File: config.mk
export PLATFORM = sky130hd
export DESIGN_NAME = cfs_ctrl
export DESIGN_NICKNAME = d
export VERILOG_FILES = /design/src/rtl/core/cfs_pkg.sv /design/src/rtl/core/cfs_ctrl.sv
export SDC_FILE = /design/constraint.sdc
export NUM_CORES = 1
export LEC_CHECK = 0
export BUFFER_PORTS_ARGS = -buffer_cell sky130_fd_sc_hd__buf_2
export CORE_ASPECT_RATIO = 0.9
export CORE_MARGIN = 2
export CORE_UTILIZATION = 44
export CTS_CLUSTER_DIAMETER = 50
export DETAILED_ROUTE_END_ITERATION = 10
export PLACE_DENSITY_LB_ADDON = 0.1
export SETUP_SLACK_MARGIN = 0.2
export SLEW_MARGIN = 20
export SYNTH_ARGS = -nofsm -noshare
export SYNTH_HDL_FRONTEND = slang
export SYNTH_SLANG_ARGS = --single-unit
File: constraint.sdc
create_clock -name clk -period 4.5 [get_ports clk]
set_input_delay 1.35 -clock clk [delete_from_list [all_inputs] [get_ports clk]]
set_output_delay 1.35 -clock clk [all_outputs]
set_load 0.05 [all_outputs]
File: src/rtl/core/cfs_pkg.sv
// Shared types and constants of the correlation fitness scorer.
`timescale 1ns / 1ps
package cfs_pkg;

	localparam int SAMPLE_W    = 16;
	localparam int SUMX_W      = 26;
	localparam int SUMXX_W     = 41;
	localparam int SUMXY_W     = 42;
	localparam int CNT_W       = 11;
	localparam int MAX_SAMPLES = 1024;
	localparam int FIT_W       = 32;
	localparam int CORR_W      = 16;

	localparam logic [FIT_W-1:0] FIT_DEGEN = 32'h0004_0000;
	localparam logic [14:0]      R_ONE     = 15'd16384;
	localparam logic [20:0]      QCAP      = 21'h10_0000;
	localparam logic [9:0]       DEN_POS   = 10'd1000;
	localparam logic [9:0]       DEN_NEG   = 10'd10;
	localparam int               SQRT_STEPS = 32;
	localparam int               DIV1_BASE  = 78;
	localparam int               DIV2_STEPS = 128;

	typedef enum logic [3:0] {
		S_ACC,
		S_MUL_START,
		S_MUL_WAIT,
		S_CHECK,
		S_NORM,
		S_SQRT,
		S_DIV1,
		S_DIV2,
		S_FINISH
	} ctl_state_t;

	typedef enum logic [3:0] {
		OP_NONE,
		OP_MUL_START,
		OP_CHECK,
		OP_NORM,
		OP_SQRT_INIT,
		OP_SQRT_STEP,
		OP_DIV1_STEP,
		OP_DIV2_STEP,
		OP_FINISH
	} dp_op_t;

	// Multiply steps in the order the controller issues them.
	typedef enum logic [3:0] {
		MS_NSXX,
		MS_SXSX,
		MS_NSYY,
		MS_SYSY,
		MS_NSXY,
		MS_SXSY,
		MS_D,
		MS_N2,
		MS_N4,
		MS_P,
		MS_DA,
		MS_DV
	} mul_sel_t;

	typedef struct packed {
		dp_op_t   op;
		mul_sel_t sel;
	} dp_cmd_t;

	typedef struct packed {
		logic       mul_done;
		logic       degen;
		logic       norm_done;
		logic [6:0] half_shift;
		logic       out_busy;
	} dp_stat_t;

endpackage

File: src/rtl/core/cfs_ctrl.sv
// Controller: sequences the end-of-series computation over the datapath.
`timescale 1ns / 1ps
module cfs_ctrl (
	input  logic               clk,
	input  logic               arst_n,
	input  logic               series_end,
	input  cfs_pkg::dp_stat_t  stat,
	output cfs_pkg::dp_cmd_t   cmd,
	output logic               accepting
);
	import cfs_pkg::*;

	ctl_state_t state_q, state_n;
	mul_sel_t   sel_q, sel_n;
	logic [7:0] cnt_q, cnt_n;

	always_ff @(posedge clk or negedge arst_n) begin
		if (!arst_n) begin
			state_q <= S_ACC;
			sel_q   <= MS_NSXX;
			cnt_q   <= '0;
		end else begin
			state_q <= state_n;
			sel_q   <= sel_n;
			cnt_q   <= cnt_n;
		end
	end

	always_comb begin
		state_n = state_q;
		sel_n   = sel_q;
		cnt_n   = cnt_q;
		cmd.op  = OP_NONE;
		cmd.sel = sel_q;
		unique case (state_q)
			S_ACC: begin
				if (series_end) begin
					sel_n   = MS_NSXX;
					state_n = S_MUL_START;
				end
			end
			S_MUL_START: begin
				cmd.op  = OP_MUL_START;
				state_n = S_MUL_WAIT;
			end
			S_MUL_WAIT: begin
				if (stat.mul_done) begin
					cnt_n = '0;
					unique case (sel_q)
						MS_SXSY: state_n = S_CHECK;
						MS_D:    state_n = S_DIV1;
						MS_DV:   state_n = S_DIV2;
						default: begin
							sel_n   = mul_sel_t'(4'(sel_q) + 4'd1);
							state_n = S_MUL_START;
						end
					endcase
				end
			end
			S_CHECK: begin
				cmd.op  = OP_CHECK;
				state_n = stat.degen ? S_FINISH : S_NORM;
			end
			S_NORM: begin
				if (stat.norm_done) begin
					cmd.op  = OP_SQRT_INIT;
					cnt_n   = '0;
					state_n = S_SQRT;
				end else begin
					cmd.op = OP_NORM;
				end
			end
			S_SQRT: begin
				cmd.op = OP_SQRT_STEP;
				cnt_n  = cnt_q + 8'd1;
				if (cnt_q == 8'(SQRT_STEPS - 1)) begin
					sel_n   = MS_D;
					state_n = S_MUL_START;
				end
			end
			S_DIV1: begin
				cmd.op = OP_DIV1_STEP;
				cnt_n  = cnt_q + 8'd1;
				if (cnt_q == 8'(stat.half_shift) + 8'(DIV1_BASE - 1)) begin
					sel_n   = MS_N2;
					state_n = S_MUL_START;
				end
			end
			S_DIV2: begin
				cmd.op = OP_DIV2_STEP;
				cnt_n  = cnt_q + 8'd1;
				if (cnt_q == 8'(DIV2_STEPS - 1)) begin
					state_n = S_FINISH;
				end
			end
			S_FINISH: begin
				if (!stat.out_busy) begin
					cmd.op  = OP_FINISH;
					state_n = S_ACC;
				end
			end
			default: state_n = S_ACC;
		endcase
	end

	assign accepting = (state_q == S_ACC);
endmodule

==> results.tsv, run 1 <==
metric	value	unit
status	complete, no violations	
start_util	0.467	
core_area	3110	um^2
wl_per_cell	13.3	um
timing.fmax	292	MHz
grt_start_max_net_pins	21	
skew	0.00105	ns
gr-usage-met2	0.299	
postLayoutCoreUtil	0.518	
rr_startpoint	state_q[0]$_DFFE_PN0P_	
worst_pin_slew	0.720	ns
yosysWarnings	0	
yosysMostFrequentCell	nor2_1	
synth_cells	187	
syn2layout_area_growth	11.0	%
dp_slack	1.01	ns
fin_crit_sh	0.760	
synth_top_area_frac	0.275	
grt-busiest-layer	met2	
clockBufferDepth	2	
firstDrtPassIters	4	
globalRouteMet1Util	0.255	
wl	3230	um
cp_max_fo	5	
ys_ff_latch	16	
cts_tree	built	
yosysUniqueCellTypes	50	
dp_hpwl	2500	um
crit_path_end_kind	primary output	
fin_setup_tns	0	ns
worstRegToRegCells	6	
cp-endpoint	cmd[5]	
setup.reg_to_reg.worst_slack	2.24	ns
slew_violations	0	
worstSetupStartpointType	input pin	
final_nets	222	
fin_ws	1.08	ns
fin_area	1610	um^2
cts-root-buf	clkbuf_8	
synth_top_cell_by_area	dfrtp_1	
avgSynthCellArea	7.77	um^2
vias_per_cell	5.68	
vias	1387	
drv_cap	0	
synthArstFlopShare	1.00	
finalSetupViolations	0	
ant_nets	0	
portBuffers	22	
hold_buffers	0	
postCtsResizedCells	0	
p_leak	0.000729	uW
power_density	549	nW/um^2
rows	19	
rsz0062_at_grt	false	
worstPathRequired	3.15	ns
placed_cell_area	1560	um^2
ys_seq_area_frac	0.275	
ios	23	
die-width	64.6	um
cts_setup_buffers	0	
crit_start	stat[8]	
yosys_most_used_dff	dfrtp_1	
antenna_found_initial	0	
max-vdd-ir-drop	298	uV
final_hold_viol_count	0	
drc	0	
drtIter0Drc	163	
nFillCells	310	
grt_usage	0.183	
grt_pass1_wl	5530	um
fin_crit	3.42	ns
numCtsBuffers	3	
synthTopCellsByCount	nor2_1, o21ai_0, dfrtp_1	
cts_max_level	1	
syn_area	1450	um^2
arrival	2.07	ns
relSlewSlack	0.517	
worstSkewPairLatency	0.25	ns
reg2reg_to	sel_q[1]$_DFFE_PN0P_	
hp-class	reg2reg	
synth_nets	206	
critPathKind	in2out	
grt_pass1_vias	1250	
grt_use_met3	0.0402	
synth_edf_count	0	
routabilityCongestion	0.934	
clock-sinks	16	
cts.clk_slew.worst_paths	0.06	ns
insertedDiodeCount	0	
drive_above_1_share	0.163	
grt_overflow	0	
die_y	58.5	um
synth.area.top_cells	dfrtp_1, o21ai_0, xnor2_1	
die_area	3780	um^2
==> cell type report <==
cell class              instances  area (um^2)  share of cell area
multi-input cells             152          966               0.598
repair buffers                 22          110              0.0682
clock buffers                   4         55.1              0.0341
well taps                      42         52.6              0.0326
flip-flops and latches         16          400               0.248
inverters                       8         30.0              0.0186
==> how the worst min path moves through the flow <==
stage	start	end	slack (ns)	cells past startpoint
finish	cnt_q[3]$_DFFE_PN0P_	cnt_q[3]$_DFFE_PN0P_	0.56	1
global route	cnt_q[3]$_DFFE_PN0P_	cnt_q[3]$_DFFE_PN0P_	0.59	1
detailed placement	cnt_q[3]$_DFFE_PN0P_	cnt_q[3]$_DFFE_PN0P_	0.54	1
floorplan	cnt_q[3]$_DFFE_PN0P_	cnt_q[3]$_DFFE_PN0P_	0.50	1
CTS	cnt_q[3]$_DFFE_PN0P_	cnt_q[3]$_DFFE_PN0P_	0.55	1
global placement	cnt_q[3]$_DFFE_PN0P_	cnt_q[3]$_DFFE_PN0P_	0.53	1
==> stage by stage <==
stage	cells	total power (uW)	hold WS (ns)
after CTS	244	887	0.549
after floorplan	187	651	0.500
after detailed placement	240	756	0.541
after global placement	240	747	0.528
after global routing	244	963	0.593
final	244	886	0.556
==> worst max-delay path: stages <==
cell,delay [ns]
buf_2,0.13
nor2_1,0.09
nor2_1,0.05
nor3_1,0.16
buf_2,0.29
==> where the power goes <==
group | total [uW] | internal, uW | switching, uW
Combinational | 492 | 180 | 312
Sequential | 267 | 176 | 90.3
Clock | 128 | 77.7 | 50.0
==> state kept, by name, summed over array words and instances (netlist names) <==
| signal | count |
|---|---|
| sel_q | 4 |
| cnt_q | 8 |
| state_q | 4 |
==> placed cells by master, fill, tap and decap left out, types with 2 or more instances in the layout <==
cell | synthesis | final
buf_2 | 1 | 22
nor2_1 | 21 | 21
o21ai_0 | 19 | 18
dfrtp_1 | 16 | 16
nand2_1 | 14 | 14
xnor2_1 | 10 | 10
nor3_1 | 8 | 8
inv_1 | 8 | 8
a21oi_1 | 8 | 8
nor2b_1 | 7 | 7
nand2b_1 | 5 | 5
nand3_1 | 5 | 5
ha_1 | 5 | 5
nor4_1 | 4 | 4
clkbuf_8 | 0 | 4
and3_1 | 3 | 3
xor2_1 | 3 | 3
o21a_1 | 3 | 3
or3_1 | 2 | 2
and2_1 | 2 | 2
a211o_1 | 2 | 2
a31oi_1 | 2 | 2
o32ai_1 | 2 | 2
nand3b_1 | 2 | 2
==> cells by family after synthesis <==
logic type / Yosys count / share of synthesized area
multiplexers: 2 / 0.0146
AND/OR/NAND/NOR: 76 / 0.259
adder cells (fa/ha/maj): 5 / 0.0430
flip-flops: 16 / 0.275
XOR/XNOR: 13 / 0.0783
buffers and inverters: 19 / 0.0602
AO/OA/AOI/OAI: 56 / 0.269
==> metal layers <==
layer  share of wire  vias to the layer above
met1            0.50                      640
met3           0.055                        2
met5               0                        -
li1                -                      708
met2            0.44                       37
met4          0.0049                        0
No activity file was read; power rests on OpenSTA's default activity.
==> run 2, diff against run 1 <==
==> constraint.sdc (replaced) <==
create_clock -name clk -period 3.1 [get_ports clk]
set_input_delay 0.93 -clock clk [delete_from_list [all_inputs] [get_ports clk]]
set_output_delay 0.93 -clock clk [all_outputs]
set_load 0.05 [all_outputs]
==> run 2 against run 1 <==
Compared with the run above:
- core utilization rose by 1.0 points
- via count rose by 1.0%
- clock skew barely moved
- die area did not move
- non-clock buffer count rose by 3
- count of clock-buffer cells in the layout did not move
- critical path depth rose by 3
- largest cell class unchanged
- highest routed layer unchanged
==> results.tsv, run 2 (synthesis results as in run 1) <==
metric	value	unit
internal_power	659	uW
firstDrtPassIters	4	
crit_start	stat[1]	
cp-endpoint	sel_q[1]$_DFFE_PN0P_	
finalSetupViolations	0	
final_nets	225	
vias	1401	
core_area	3110	um^2
ios	23	
skew	0.00102	ns
status	complete, no violations	
worstRegToRegCells	7	
grt_pass1_wl	5860	um
final_hold_viol_count	0	
drive_above_1_share	0.185	
rsz0062_at_grt	false	
postCtsResizedCells	0	
drv_cap	0	
reg_top3	cnt_q (8), sel_q (4), state_q (4)	
wl	3340	um
p_clk_frac	0.137	
start_util	0.467	
grt_usage	0.194	
setup.reg_to_reg.worst_slack	0.77	ns
dp_slack	0.0823	ns
max-vdd-ir-drop	460	uV
syn2layout_area_growth	13.3	%
slew_violations	0	
cts_tree	built	
rows	19	
fin_area	1650	um^2
fin_crit	2.76	ns
grt_overflow	0	
portBuffers	22	
ant_nets	0	
final_common_cell	buf_2	
vias_per_cell	5.67	
worstPathRequired	3.23	ns
wl_per_cell	13.5	um
die_area	3780	um^2
worst_pin_slew	0.555	ns
cp_max_fo	5	
relSlewSlack	0.630	
p_seq_frac	0.273	
timing.fmax	362	MHz
cts_setup_buffers	0	
largest_register_ffs	8	
worstSetupStartpointType	input pin	
hp-class	reg2reg	
fin_crit_sh	0.891	
dp_hpwl	2550	um
grt_start_max_net_pins	21	
drc	0	
die_y	58.5	um
cts_max_level	1	
worstSkewPairLatency	0.25	ns
p_leak	0.000746	uW
placed_cell_area	1590	um^2
clock-sinks	16	
drtIter0Drc	70	
final_cell_mix	buf_2, nor2_1, o21ai_0	
crit_path_end_kind	flip-flop	
antenna_found_initial	0	
reg2reg_to	state_q[0]$_DFFE_PN0P_	
fin_ws	0.338	ns
arrival	2.89	ns
cts-root-buf	clkbuf_8	
combPwrFrac	0.590	
clockBufferDepth	2	
grt_pass1_vias	1321	
numCtsBuffers	3	
p_switching	663	uW
power_density	803	nW/um^2
hold_buffers	0	
critPathKind	in2reg	
insertedDiodeCount	0	
routabilityCongestion	0.878	
cts.clk_slew.worst_paths	0.06	ns
die-width	64.6	um
rr_startpoint	cnt_q[0]$_DFFE_PN0P_	
largest-register	cnt_q	
p_sw_frac	0.502	
[run 2: cell types whose count changed in the layout (fill, tap and decap cells not counted)]
cell / change
nor3b_2: +1
o21ai_1: -1
buf_4: +3
nor3b_1: -1
nor3_1: -1
o21ai_0: +1
nor3_2: +1
[run 2: critical path, cell delays in order]
cell and delay [ns]:
buf_2 0.13, ha_1 0.26, o311a_1 0.33, or3_1 0.33, o22ai_2 0.19, o2111ai_2 0.18
a21boi_2 0.21, mux2_1 0.33
[run 2: power groups by stage]
stage | Clock, uW | Combinational (uW) | Sequential (uW)
floorplan | 0 | 598 | 354
global placement | 0 | 765 | 356
detailed placement | 0 | 778 | 363
CTS | 187 | 782 | 359
global route | 197 | 869 | 373
finish | 181 | 781 | 361
[run 2: routing by layer]
metal	vias to the layer above	share of wire	GRT usage
met5	-	0	0
met3	4	0.036	0.0344
met4	0	0.0081	0.0517
met1	663	0.52	0.273
met2	26	0.44	0.313
li1	708	-	-
[run 2: metrics by stage]
step / total power (uW) / hold WS (ns) / cells / TNS, ns / util
floorplan: 953 / 0.500 / 187 / -0.143 / -
global placement: 1120 / 0.529 / 243 / 0 / 0.511
global route: 1440 / 0.587 / 247 / 0 / 0.529
detailed placement: 1140 / 0.545 / 243 / 0 / 0.511
finish: 1320 / 0.547 / 247 / 0 / 0.529
CTS: 1330 / 0.553 / 247 / 0 / 0.529
[run 2: final cells by class]
| type | instances | area (um^2) |
|---|---|---|
| clock buffer | 4 | 55.1 |
| multi-input combinational | 152 | 976 |
| fill | 317 | 1470 |
| inverter | 8 | 30.0 |
| sequential | 16 | 400 |
| tap | 42 | 52.6 |
| timing repair buffer | 25 | 133 |
[run 2: worst min-delay path by stage]
stage	startpoint	to	slack, ns	depth (start not counted)
final	cnt_q[3]$_DFFE_PN0P_	cnt_q[3]$_DFFE_PN0P_	0.55	1
after global routing	cnt_q[3]$_DFFE_PN0P_	cnt_q[3]$_DFFE_PN0P_	0.59	1
after CTS	cnt_q[3]$_DFFE_PN0P_	cnt_q[3]$_DFFE_PN0P_	0.55	1
after detailed placement	cnt_q[3]$_DFFE_PN0P_	cnt_q[3]$_DFFE_PN0P_	0.55	1
after global placement	cnt_q[3]$_DFFE_PN0P_	cnt_q[3]$_DFFE_PN0P_	0.53	1
after floorplan	cnt_q[3]$_DFFE_PN0P_	cnt_q[3]$_DFFE_PN0P_	0.50	1
